==> src/hw/rtl/mpr_pkg.sv <==
`timescale 1ns / 1ps
// ----------------------------------------------------------------------------
// mpr_pkg
// Shared types and constants of the max path row unit.
// ----------------------------------------------------------------------------
package mpr_pkg;

	localparam int CELL_W      = 16;
	localparam int PATH_W      = 32;
	localparam int ROW_WIDTH_W = 7;
	localparam int PADDR_W     = 3;
	localparam int PDATA_W     = 32;

	localparam logic [PATH_W-1:0]      PATH_MAX        = {PATH_W{1'b1}};
	localparam logic [ROW_WIDTH_W-1:0] ROW_WIDTH_RESET = 7'd64;

	// register index, taken from paddr[2]
	localparam logic REG_ROW_WIDTH = 1'b0;

	typedef struct packed {
		logic [CELL_W-1:0] cell_value;
		logic              start_grid;
	} in_item_t;

	typedef struct packed {
		logic [PATH_W-1:0] path_value;
		logic              row_end;
	} out_item_t;

	// per-cell control from the column sequencer
	typedef struct packed {
		logic last;
		logic first_row;
		logic edge_col;
	} seq_flags_t;

endpackage

==> src/hw/rtl/mpr_stream_if.sv <==
`timescale 1ns / 1ps
// ----------------------------------------------------------------------------
// mpr_stream_if
// Valid/ready stream channel carrying one payload item per request.
// ----------------------------------------------------------------------------
interface mpr_stream_if #(
	parameter type T = logic
) ();
	logic valid;
	logic ready;
	T     data;

	modport source (output valid, output data, input ready);
	modport sink   (input valid, input data, output ready);
endinterface

==> src/hw/rtl/max_path_row_dp_unit.sv <==
`timescale 1ns / 1ps
// ----------------------------------------------------------------------------
// max_path_row_dp_unit
// Streams grid cells in row-major order and returns the best falling-path
// sum ending at each cell.
//
// cell_in carries cell_value and start_grid; start_grid marks the first
// cell of a new grid. path_out carries path_value and row_end, one result
// per request, in order. The APB port holds row_width at address 0.
// Each result passes the read-data stage and then the output register on its way to path_out.
// Throughput is one cell per cycle while path_out does not stall: each cell does one read of the row
// store (two ports) and one write-back, with the write forwarded to the
// next cell when both land on the same edge.
// Reset clears the column state, sets the first-row flag and sets
// row_width to 64; the row store is not cleared and needs no sweep.
// When path_out stalls, one result waits in the output register and one
// more cell waits in the read-data stage; cell_in then drops ready.
// ----------------------------------------------------------------------------
module max_path_row_dp_unit
	import mpr_pkg::*;
#(
	parameter int MAX_COLUMNS = 64
) (
	input  logic                clk,
	input  logic                arst_n,
	mpr_stream_if.sink          cell_in,
	mpr_stream_if.source        path_out,
	input  logic                psel,
	input  logic                penable,
	input  logic                pwrite,
	input  logic [PADDR_W-1:0]  paddr,
	input  logic [PDATA_W-1:0]  pwdata,
	output logic [PDATA_W-1:0]  prdata,
	output logic                pready
);

	localparam int AW = $clog2(MAX_COLUMNS);

	logic [ROW_WIDTH_W-1:0] row_width;
	logic                   accept;
	logic                   in_ready;
	in_item_t               in_item;
	out_item_t              out_item;
	logic                   out_valid;
	logic [AW-1:0]          col;
	logic [AW-1:0]          col_right;
	seq_flags_t             flags;
	logic [PATH_W-1:0]      rd_above;
	logic [PATH_W-1:0]      rd_right;
	logic                   wr_en;
	logic [AW-1:0]          wr_addr;
	logic [PATH_W-1:0]      wr_data;

	assign in_item       = cell_in.data;
	assign cell_in.ready = in_ready;
	assign accept        = cell_in.valid && in_ready;

	assign path_out.valid = out_valid;
	assign path_out.data  = out_item;

	mpr_cfg_regs u_cfg (
		.clk       (clk),
		.arst_n    (arst_n),
		.psel      (psel),
		.penable   (penable),
		.pwrite    (pwrite),
		.paddr     (paddr),
		.pwdata    (pwdata),
		.prdata    (prdata),
		.pready    (pready),
		.row_width (row_width)
	);

	mpr_col_seq #(
		.MAX_COLUMNS (MAX_COLUMNS),
		.AW          (AW)
	) u_seq (
		.clk        (clk),
		.arst_n     (arst_n),
		.accept     (accept),
		.start_grid (in_item.start_grid),
		.row_width  (row_width),
		.col        (col),
		.col_right  (col_right),
		.flags      (flags)
	);

	mpr_row_mem #(
		.DEPTH (MAX_COLUMNS),
		.AW    (AW)
	) u_mem (
		.clk       (clk),
		.rd_en     (accept),
		.rd_addr_a (col),
		.rd_addr_b (col_right),
		.rd_data_a (rd_above),
		.rd_data_b (rd_right),
		.wr_en     (wr_en),
		.wr_addr   (wr_addr),
		.wr_data   (wr_data)
	);

	mpr_cell_calc #(
		.AW (AW)
	) u_calc (
		.clk        (clk),
		.arst_n     (arst_n),
		.accept     (accept),
		.cell_value (in_item.cell_value),
		.flags      (flags),
		.col        (col),
		.col_right  (col_right),
		.rd_above   (rd_above),
		.rd_right   (rd_right),
		.in_ready   (in_ready),
		.wr_en      (wr_en),
		.wr_addr    (wr_addr),
		.wr_data    (wr_data),
		.out_valid  (out_valid),
		.out_ready  (path_out.ready),
		.out_item   (out_item)
	);

`ifndef ASSERT_OFF
	// every write-back also loads a result
	a_write_loads_result: assert property (@(posedge clk) disable iff (!arst_n)
		wr_en |=> path_out.valid)
		else $error("row store written without a result");

	// input stalls only behind a stalled result
	a_stall_cause: assert property (@(posedge clk) disable iff (!arst_n)
		!cell_in.ready |-> (path_out.valid && !path_out.ready))
		else $error("input stalled while output free");

	// the last column sends the sequencer back to column zero
	a_row_wrap: assert property (@(posedge clk) disable iff (!arst_n)
		(accept && flags.last) |=> (u_seq.column_index_q == '0))
		else $error("column did not wrap at row end");

	// right-neighbor address never leaves the row store
	a_right_in_range: assert property (@(posedge clk) disable iff (!arst_n)
		accept |-> ((32)'(col_right) < (32)'(MAX_COLUMNS)))
		else $error("right neighbor address out of range");
`endif

endmodule

==> src/hw/rtl/mpr_cfg_regs.sv <==
`timescale 1ns / 1ps
// ----------------------------------------------------------------------------
// mpr_cfg_regs
// APB-style register port holding the row width.
// ----------------------------------------------------------------------------
module mpr_cfg_regs
	import mpr_pkg::*;
(
	input  logic                   clk,
	input  logic                   arst_n,
	input  logic                   psel,
	input  logic                   penable,
	input  logic                   pwrite,
	input  logic [PADDR_W-1:0]     paddr,
	input  logic [PDATA_W-1:0]     pwdata,
	output logic [PDATA_W-1:0]     prdata,
	output logic                   pready,
	output logic [ROW_WIDTH_W-1:0] row_width
);

	logic [ROW_WIDTH_W-1:0] row_width_q;
	logic                   reg_idx;
	logic                   wr_hit;

	assign reg_idx = paddr[2];
	assign wr_hit  = psel && penable && pwrite && (reg_idx == REG_ROW_WIDTH);
	assign pready  = 1'b1;

	always_ff @(posedge clk or negedge arst_n) begin
		if (!arst_n) begin
			row_width_q <= ROW_WIDTH_RESET;
		end else if (wr_hit) begin
			row_width_q <= pwdata[ROW_WIDTH_W-1:0];
		end
	end

	always_comb begin
		prdata = '0;
		if (reg_idx == REG_ROW_WIDTH) begin
			prdata = PDATA_W'(row_width_q);
		end
	end

	assign row_width = row_width_q;

endmodule

==> src/hw/rtl/mpr_row_mem.sv <==
`timescale 1ns / 1ps
// ----------------------------------------------------------------------------
// mpr_row_mem
// Previous-row result store: one write port, two registered read ports.
// ----------------------------------------------------------------------------
module mpr_row_mem
	import mpr_pkg::*;
#(
	parameter int DEPTH = 64,
	parameter int AW    = 6
) (
	input  logic              clk,
	input  logic              rd_en,
	input  logic [AW-1:0]     rd_addr_a,
	input  logic [AW-1:0]     rd_addr_b,
	output logic [PATH_W-1:0] rd_data_a,
	output logic [PATH_W-1:0] rd_data_b,
	input  logic              wr_en,
	input  logic [AW-1:0]     wr_addr,
	input  logic [PATH_W-1:0] wr_data
);

	logic [PATH_W-1:0] mem [DEPTH];
	logic [PATH_W-1:0] rd_data_a_q;
	logic [PATH_W-1:0] rd_data_b_q;

	// read during write returns the old entry; the pipeline forwards around it
	always_ff @(posedge clk) begin
		if (wr_en) begin
			mem[wr_addr] <= wr_data;
		end
		if (rd_en) begin
			rd_data_a_q <= mem[rd_addr_a];
			rd_data_b_q <= mem[rd_addr_b];
		end
	end

	assign rd_data_a = rd_data_a_q;
	assign rd_data_b = rd_data_b_q;

endmodule

==> src/hw/rtl/mpr_col_seq.sv <==
`timescale 1ns / 1ps
// ----------------------------------------------------------------------------
// mpr_col_seq
// Column sequencer: tracks column and first-row state, forms read addresses.
// ----------------------------------------------------------------------------
module mpr_col_seq
	import mpr_pkg::*;
#(
	parameter int MAX_COLUMNS = 64,
	parameter int AW          = 6
) (
	input  logic                   clk,
	input  logic                   arst_n,
	input  logic                   accept,
	input  logic                   start_grid,
	input  logic [ROW_WIDTH_W-1:0] row_width,
	output logic [AW-1:0]          col,
	output logic [AW-1:0]          col_right,
	output seq_flags_t             flags
);

	localparam int WUW = ($clog2(MAX_COLUMNS + 1) > ROW_WIDTH_W) ?
		$clog2(MAX_COLUMNS + 1) : ROW_WIDTH_W;
	localparam logic [WUW-1:0] WMAX = WUW'(MAX_COLUMNS);
	localparam logic [WUW-1:0] WMIN = WUW'(2);

	logic [AW-1:0]  column_index_q;
	logic           in_first_row_q;
	logic [WUW-1:0] rw_ext;
	logic [WUW-1:0] w_eff;
	logic [WUW-1:0] w_last;
	logic [AW-1:0]  col_raw;
	logic           last;

	assign rw_ext = WUW'(row_width);

	always_comb begin
		if (rw_ext < WMIN) begin
			w_eff = WMIN;
		end else if (rw_ext > WMAX) begin
			w_eff = WMAX;
		end else begin
			w_eff = rw_ext;
		end
	end

	assign w_last  = w_eff - WUW'(1);
	assign col_raw = start_grid ? '0 : column_index_q;

	// a column past a shrunk width is taken as the right edge
	always_comb begin
		if (WUW'(col_raw) >= w_eff) begin
			col = w_last[AW-1:0];
		end else begin
			col = col_raw;
		end
	end

	assign last      = (WUW'(col) == w_last);
	assign col_right = last ? col : col + AW'(1);

	assign flags.last      = last;
	assign flags.first_row = start_grid || in_first_row_q;
	assign flags.edge_col  = (col == '0) || last;

	always_ff @(posedge clk or negedge arst_n) begin
		if (!arst_n) begin
			column_index_q <= '0;
			in_first_row_q <= 1'b1;
		end else if (accept) begin
			if (last) begin
				column_index_q <= '0;
				in_first_row_q <= 1'b0;
			end else begin
				column_index_q <= col + AW'(1);
				in_first_row_q <= flags.first_row;
			end
		end
	end

endmodule

==> src/hw/rtl/mpr_cell_calc.sv <==
`timescale 1ns / 1ps
// ----------------------------------------------------------------------------
// mpr_cell_calc
// Read-data stage: picks the best parent, adds the cell, writes back and
// fills the result register.
// ----------------------------------------------------------------------------
module mpr_cell_calc
	import mpr_pkg::*;
#(
	parameter int AW = 6
) (
	input  logic              clk,
	input  logic              arst_n,
	input  logic              accept,
	input  logic [CELL_W-1:0] cell_value,
	input  seq_flags_t        flags,
	input  logic [AW-1:0]     col,
	input  logic [AW-1:0]     col_right,
	input  logic [PATH_W-1:0] rd_above,
	input  logic [PATH_W-1:0] rd_right,
	output logic              in_ready,
	output logic              wr_en,
	output logic [AW-1:0]     wr_addr,
	output logic [PATH_W-1:0] wr_data,
	output logic              out_valid,
	input  logic              out_ready,
	output out_item_t         out_item
);

	logic              s1_valid_q;
	logic [CELL_W-1:0] cell_s1;
	seq_flags_t        flags_s1;
	logic [AW-1:0]     col_s1;
	logic              hit_above_s1;
	logic              hit_right_s1;
	logic [PATH_W-1:0] fwd_s1;
	logic [PATH_W-1:0] left_q;
	logic              out_valid_q;
	out_item_t         out_q;

	logic              advance;
	logic [PATH_W-1:0] above;
	logic [PATH_W-1:0] right;
	logic [PATH_W-1:0] best;
	logic [PATH_W:0]   sum;
	logic [PATH_W-1:0] result;

	assign advance  = s1_valid_q && (!out_valid_q || out_ready);
	assign in_ready = !s1_valid_q || advance;

	// the entry written by the leaving cell is read stale at the same edge
	assign above = hit_above_s1 ? fwd_s1 : rd_above;
	assign right = hit_right_s1 ? fwd_s1 : rd_right;

	always_comb begin
		best = (left_q > above) ? left_q : above;
		if (right > best) begin
			best = right;
		end
		if (flags_s1.edge_col) begin
			best = above;
		end
		sum = {1'b0, best} + (PATH_W + 1)'(cell_s1);
		if (flags_s1.first_row) begin
			result = PATH_W'(cell_s1);
		end else if (sum[PATH_W]) begin
			result = PATH_MAX;
		end else begin
			result = sum[PATH_W-1:0];
		end
	end

	always_ff @(posedge clk or negedge arst_n) begin
		if (!arst_n) begin
			s1_valid_q  <= 1'b0;
			out_valid_q <= 1'b0;
			left_q      <= '0;
		end else begin
			if (accept) begin
				s1_valid_q <= 1'b1;
			end else if (advance) begin
				s1_valid_q <= 1'b0;
			end
			if (advance) begin
				out_valid_q <= 1'b1;
				left_q      <= above;
			end else if (out_ready) begin
				out_valid_q <= 1'b0;
			end
		end
	end

	always_ff @(posedge clk) begin
		if (accept) begin
			cell_s1      <= cell_value;
			flags_s1     <= flags;
			col_s1       <= col;
			hit_above_s1 <= advance && (col_s1 == col);
			hit_right_s1 <= advance && (col_s1 == col_right);
			fwd_s1       <= result;
		end
		if (advance) begin
			out_q.path_value <= result;
			out_q.row_end    <= flags_s1.last;
		end
	end

	assign wr_en     = advance;
	assign wr_addr   = col_s1;
	assign wr_data   = result;
	assign out_valid = out_valid_q;
	assign out_item  = out_q;

endmodule

==> src/flat_wrapper.sv <==
// flat-port wrapper written by rule: the top's interface ports become plain ports
module max_path_row_dp_unit_flat import mpr_pkg::*;
#(
	parameter int MAX_COLUMNS = 64
)
  (clk, arst_n, psel, penable, pwrite, paddr, pwdata, prdata, pready, cell_in_valid, cell_in_data, cell_in_ready, path_out_valid, path_out_data, path_out_ready);
  mpr_stream_if #(.T(in_item_t)) cell_in_i ();
  mpr_stream_if #(.T(out_item_t)) path_out_i ();
  input  logic clk;
  input  logic arst_n;
  input  logic psel;
  input  logic penable;
  input  logic pwrite;
  input  logic [PADDR_W-1:0] paddr;
  input  logic [PDATA_W-1:0] pwdata;
  output logic [PDATA_W-1:0] prdata;
  output logic pready;
  input wire logic [$bits(cell_in_i.valid)-1:0] cell_in_valid;
  input wire logic [$bits(cell_in_i.data)-1:0] cell_in_data;
  output wire logic [$bits(cell_in_i.ready)-1:0] cell_in_ready;
  output wire logic [$bits(path_out_i.valid)-1:0] path_out_valid;
  output wire logic [$bits(path_out_i.data)-1:0] path_out_data;
  input wire logic [$bits(path_out_i.ready)-1:0] path_out_ready;
  assign cell_in_i.valid = cell_in_valid;
  assign cell_in_i.data = cell_in_data;
  assign cell_in_ready = cell_in_i.ready;
  assign path_out_valid = path_out_i.valid;
  assign path_out_data = path_out_i.data;
  assign path_out_i.ready = path_out_ready;
  max_path_row_dp_unit #(.MAX_COLUMNS(MAX_COLUMNS)) u_core (.clk(clk), .arst_n(arst_n), .cell_in(cell_in_i), .path_out(path_out_i), .psel(psel), .penable(penable), .pwrite(pwrite), .paddr(paddr), .pwdata(pwdata), .prdata(prdata), .pready(pready));
endmodule
==> config.mk <==
export PLATFORM = sky130hd
export DESIGN_NAME = max_path_row_dp_unit_flat
export DESIGN_NICKNAME = d
export VERILOG_FILES = /design/src/hw/rtl/mpr_pkg.sv /design/src/hw/rtl/mpr_stream_if.sv /design/src/hw/rtl/max_path_row_dp_unit.sv /design/src/hw/rtl/mpr_cfg_regs.sv /design/src/hw/rtl/mpr_row_mem.sv /design/src/hw/rtl/mpr_col_seq.sv /design/src/hw/rtl/mpr_cell_calc.sv /design/src/flat_wrapper.sv
export SDC_FILE = /design/constraint.sdc
export NUM_CORES = 2
export LEC_CHECK = 0
export BUFFER_PORTS_ARGS = -buffer_cell sky130_fd_sc_hd__buf_2
export CORE_ASPECT_RATIO = 1.4
export CORE_MARGIN = 2
export CORE_UTILIZATION = 40
export CTS_CLUSTER_DIAMETER = 80
export CTS_CLUSTER_SIZE = 40
export DETAILED_ROUTE_END_ITERATION = 16
export PLACE_DENSITY = 0.56
export SLEW_MARGIN = 15
export SYNTH_ARGS = -nofsm -noshare
export SYNTH_HDL_FRONTEND = slang
export SYNTH_SLANG_ARGS = --single-unit
==> constraint.sdc <==
create_clock -name clk -period 37.3 [get_ports clk]
set_input_delay 7.46 -clock clk [delete_from_list [all_inputs] [get_ports clk]]
set_output_delay 7.46 -clock clk [all_outputs]
set_load 0.05 [all_outputs]
== Word-level counts from Yosys, hierarchy flattened ==
Memories as Yosys holds them, arrays and structs flattened. A register that Yosys moved wholly into a read port is not among the register bits.
Cells that the tools add are included.

* Register bits: 140
* Latch bits: 0
* RAM bits: 2048
* Memory bits (read-only): 0
* Bits of input ports: 59
* Output and inout bits: 68
* Logic and storage cells: 66
* Memories kept: 1

{| class="wikitable"
|+ Memories
! memory !! words !! bits a word !! rd ports !! clocked after Yosys merged registers in !! write ports !! RTL line !! text
|-
| u_core.u_mem.mem || 64 || 32 || 2 || 2 || 1 || mpr_row_mem.sv:23 || <nowiki>logic [PATH_W-1:0] mem [DEPTH];</nowiki>
|}

* $add $sub $neg: 3
* $mul: 0
* Divide/modulo/power cells: 0
* $lt $le $gt $ge: 5
* Equality and inequality tests: 3
* Shift-type cells: 0
* Muxes and demuxes: 21
* Bitwise gates (word level): 1
* Reductions and logical operators: 16

{| class="wikitable"
|+ Operators with widths
! cell !! count
|-
| $mux 32 || 7
|-
| $gt 32x32->1 || 2
|-
| $add 32x16->33 || 1
|-
| $mux 6 || 4
|-
| $mux 7 || 3
|-
| $eq 6x6->1 || 2
|-
| $eq 6x7->1 || 1
|-
| $ge 6x7->1 || 1
|-
| $gt 7x7->1 const B || 1
|-
| $logic_and 1x1->1 || 7
|-
| $lt 7x2->1 const B || 1
|-
| $mux 1 || 7
|-
| $sub 7x1->7 const B || 1
|-
| $add 6x1->6 const B || 1
|-
| $logic_not 6->1 || 1
|-
| $logic_or 1x1->1 || 4
|-
| $reduce_bool 2->1 || 2
|-
| $logic_not 1->1 || 2
|-
| $not 1->1 || 1
|}

== Logic depth before layout (Yosys ltp) ==
* Depth after elaboration: 9
* Depth in mapped cells: 44
* Mapped depth without buffers: 34

== Cells and area by module ==
From an unflattened synthesis, not the netlist that was laid out.

* Cell total of the unflattened synthesis: 5468
* Area, all modules: 106771.2 um2

{| class="wikitable"
|+ By module, submodules not included
! module !! times used !! cells each !! area an instance (um2) !! sequential area each (um2)
|-
| mpr_row_mem || 1 || 4412 || 96301.1 || 63420.8
|-
| mpr_cell_calc || 1 || 858 || 8772.2 || 3613.5
|-
| mpr_col_seq || 1 || 147 || 1148.6 || 176.4
|-
| mpr_cfg_regs || 1 || 50 || 543.0 || 176.4
|-
| max_path_row_dp_unit || 1 || 1 || 6.3 || 0.0
|}

== Worst setup path after synthesis ==
OpenSTA, ideal clock, no wires.

* Path kind: in2out
* From: in paddr[2]
* To: out prdata[0]
* Data arrival time: 8149 ps
* Data required time: 29840 ps
* Slack: 21691 ps
* Cell stages on the path: 1
* Buffers on the path: 0
* Cell sequence: nor2b_1

* Word-level cells in the longest chain between the ends: 1

{| class="wikitable"
|+ RTL lines
! what !! RTL line !! text
|-
| start, declared || flat_wrapper.sv:14 || <nowiki>input logic [PADDR_W-1:0] paddr;</nowiki>
|-
| $mux 7 || mpr_cfg_regs.sv:39 || <nowiki>if (reg_idx == REG_ROW_WIDTH) begin</nowiki>
|-
| end, declared || flat_wrapper.sv:16 || <nowiki>output logic [PDATA_W-1:0] prdata;</nowiki>
|}

Every way passes these cells.

== Final worst setup path ==
* From: in cell_in_data[0]
* To: reg u_core.u_mem.rd_data_b_q[18] (netlist: u_core.u_mem.rd_data_b[18]) (read register of u_core.u_mem.mem) (data pin)

* Word-level cells in the longest chain between the ends: 5
* Elaborated cells on any way between the ends: 6
* Classes of those cells: 1 x add/sub; 1 x order compare; 1 x eq/ne; 3 x mux

{| class="wikitable"
|+ RTL lines
! what !! RTL line !! text
|-
| start, declared || flat_wrapper.sv:19 || <nowiki>input wire logic [$bits(cell_in_i.data)-1:0] cell_in_data;</nowiki>
|-
| $mux 6 (*) || mpr_col_seq.sv:48 || <nowiki>assign col_raw = start_grid ? '0 : column_index_q;</nowiki>
|-
| $ge 6x7->1 || mpr_col_seq.sv:52 || <nowiki>if (WUW'(col_raw) >= w_eff) begin</nowiki>
|-
| $mux 6 (*) || mpr_col_seq.sv:52 ||
|-
| $add 6x1->6 or $eq 6x7->1 (tied branches) || mpr_col_seq.sv:60, mpr_col_seq.sv:59 ||
|-
| $mux 6 (*) || mpr_col_seq.sv:60 || <nowiki>assign col_right = last ? col : col + AW'(1);</nowiki>
|-
| end, declared || mpr_row_mem.sv:25 || <nowiki>logic [PATH_W-1:0] rd_data_b_q;</nowiki>
|}

Mark *: on every way between the ends. The rest lies on a longest branch, timed or not.
A chain may end at the register's enable or synchronous reset.

==> metrics.txt <==
status=finished, final reports clean; Synth Warn #=0; fin crit share=41.4%; Hold Crit Class=register to register; GR Overflow Total=0; Setup violations, final=0; # clock sinks=2252; CTS H-Tree Depth=3; CTS buffer count=92; Root Buffer=clkbuf_16; mapped cell area=0.112 sq mm; CP endpoint kind=register; Seq/Total Area, Yosys=60.1%; pwr dens=93.7 mW/mm^2; final setup skew=0.0863 ns; CTS clk-pin slew, worst paths=0.15 ns; final core occ=43.5%; CTS tree=built; fin nets=9606; #FFs+latches synth=2252; drt total wl=449000 um; average wire per standard cell=33.9 um; leak pwr=40.6 nW; Main synth FF type=edfxtp_1; CORE AREA=0.278 sq mm; # Max-Cap Violations=0; vias=87100; Resized cells post-CTS=0; CTS Buffer Depth=3; fin. max-slew vios=0; Die X=451 um; DRT iter0 DRCs=14100; WP data required=37.99 ns; final count of hold timing violations=0; # IOs=127; die area=0.284 sq mm; total track usage=30.6%; hold_buf cts=0; # rows=229; Post-synth EDFFs=2204; Detailed Routing Iterations Pass 1=7; vias in the first global route=81600; Fin Hold WS=0.444 ns; crit path DAT=16.14 ns; I/O Buffers=73; Pwr Total=11.3 mW; Fill cells=25500; Setup TNS Final=0 ns; commonest non-fill, non-tap cells in the layout=2759 x nand2_1, 2204 x edfxtp_1, 1245 x nand3_1, 352 x a311oi_1, 306 x mux4_2; proportion of layout cells with a drive suffix above 1=11.0%; post-synthesis cell type count=95; initial antenna violation count=22; postcts setup bufs=0; post-synth top area share=59.1%; min cycle time layout=15.45 ns; pin count of the biggest net entering global routing=184; Syn-to-layout area delta=8.02%; Synth area leader=edfxtp_1; dpl hpwl=272000 um; Worst VDD drop=0.128 mV; RSZ-0062 raised after global routing=false; Setup CP Type=input pin to register; Die Height=630 um; Post-DRT Antenna Nets=0; startpoint types=input pin; clock latency at the later pin of the worst-skew pair=0.84 ns; post-synthesis cell count=9771; Slew HR=3.61%; Final GP Congestion=0.946; Synth area leaders=edfxtp_1 59%, nand2_1 9.3%, mux4_2 6.2%; CP Max Fanout=106; worst slew pin tran=1.41 ns; Starting Density=40.3%; fmax=64.7 MHz; Synth Area per Inst=11.5 sq um; Post-synth ARST share=2.13%; vias per cell=6.58; DRC Markers=0; commonest non-fill, non-tap cell in the layout=nand2_1; first-pass GRT wire length=620000 um
[sequential cells by signal, indices dropped and copies added, names as in the netlist, 3 cells and up]
register,flops
u_core.u_calc.left_q,32
u_core.u_seq.column_index_q,6
u_core.u_mem.mem,2048
u_core.u_mem.rd_data_b,32
u_core.u_calc.cell_s1,16
u_core.u_calc.wr_addr,6
u_core.u_calc.flags_s1,3
u_core.u_calc.fwd_s1,32
u_core.u_cfg.row_width,7
u_core.u_calc.out_item,33
u_core.u_mem.rd_data_a,32
[synthesized netlist by cell type (all sizes together) (45+ instances only)]
cell type / count
clkbuf: 566
a21oi: 195
a22oi: 67
nand3: 1246
ha: 91
nor2: 195
buf: 224
nand4: 79
a31oi: 100
o22ai: 71
nand2: 2763
o21ai: 137
a311oi: 354
nor3: 74
and3: 147
mux2i: 254
mux4: 306
inv: 45
edfxtp: 2204
dfrtp: 46
[layout make-up]
class | instances | area, sq um | share of cell area (%)
flip-flops and latches | 2252 | 67400 | 55.7
multi-input cells | 6704 | 42500 | 35.1
well taps | 3696 | 4620 | 3.82
repair buffers | 356 | 2680 | 2.21
clock buffers | 100 | 2370 | 1.96
clock inverters | 67 | 1220 | 1.01
inverters | 49 | 219 | 0.181
diodes | 10 | 25.0 | 0.0207
[final timing paths]
| check | cells after the start | startpoint | slack (ns) | end |
|---|---|---|---|---|
| min in group asynchronous | 1 | arst_n | 6.65 | u_core.u_calc.left_q[5]$_DFFE_PN0P_ |
| setup reg to reg | 34 | u_core.u_calc.hit_above_s1$_DFFE_PP_ | 24.62 | u_core.u_mem.mem[23][29]$_DFFE_PP_ |
| hold reg to reg | 0 | u_core.u_calc.flags_s1[2]$_DFFE_PP_ | 0.44 | u_core.u_calc.out_item[0]$_DFFE_PP_ |
| setup / recovery | 24 | cell_in_data[0] | 21.85 | u_core.u_mem.rd_data_b[18]$_DFFE_PP_ |
| hold / removal | 0 | u_core.u_calc.flags_s1[2]$_DFFE_PP_ | 0.44 | u_core.u_calc.out_item[0]$_DFFE_PP_ |
| max in group asynchronous | 2 | arst_n | 29.68 | u_core.u_seq.in_first_row_q$_DFFE_PN1P_ |
[routing by layer]
layer / up-vias / track usage [%] / wire, um
met3: 1396 / 6.21 / 49300
met2: 5884 / 48.2 / 203000
met5: - / 0 / 83
met4: 12 / 20.0 / 35900
li1: 36000 / - / -
met1: 43800 / 38.2 / 160000
[critical path: stages]
cell and delay [ns]:
buf_2 0.19, nand2b_1 0.39, inv_1 0.21, ha_1 0.26
a211oi_1 0.28, o21ai_1 0.21, a21oi_1 0.18, buf_4 0.27
mux2i_4 0.15, ha_2 0.22, buf_4 0.26, clkinv_1 0.14
buf_4 0.34, nor2_1 0.25, a211oi_4 0.64, buf_4 0.52
buf_4 0.68, buf_12 0.60, buf_4 0.61, a21oi_1 0.17
a22oi_1 0.21, o22ai_1 0.10, nor4_1 1.14, o211a_1 0.38
[stage by stage]
stage                     instance area, sq um  std cells  setup WS [ns]
after floorplan                         112000       9795          21.69
after CTS                               121000      13200          21.84
after global routing                    121000      13200          21.79
final                                   121000      13200          21.85
after global placement                  117000      13100          21.53
after detailed placement                117000      13100          21.48
[where the power goes]
part | internal, mW | switching, mW | leakage, nW
clock | 0.537 | 0.940 | 1.71
combinational | 1.98 | 4.78 | 18.1
sequential | 3.01 | 0.0820 | 20.8
[cells by family (layout without fill, tap and decap cells)]
family          Yosys count  count (layout)  synth area share [%]
simple gates           4675            4675                  18.1
flops                  2252            2252                  60.1
compound gates         1271            1271                  8.38
buf+inv                 839             572                  3.15
mux                     603             603                  8.85
fa+ha+maj                92              92                  1.03
xor+xnor                 37              37                 0.296
other cells               2              36               0.00670
(Power assumes the default switching activity.)
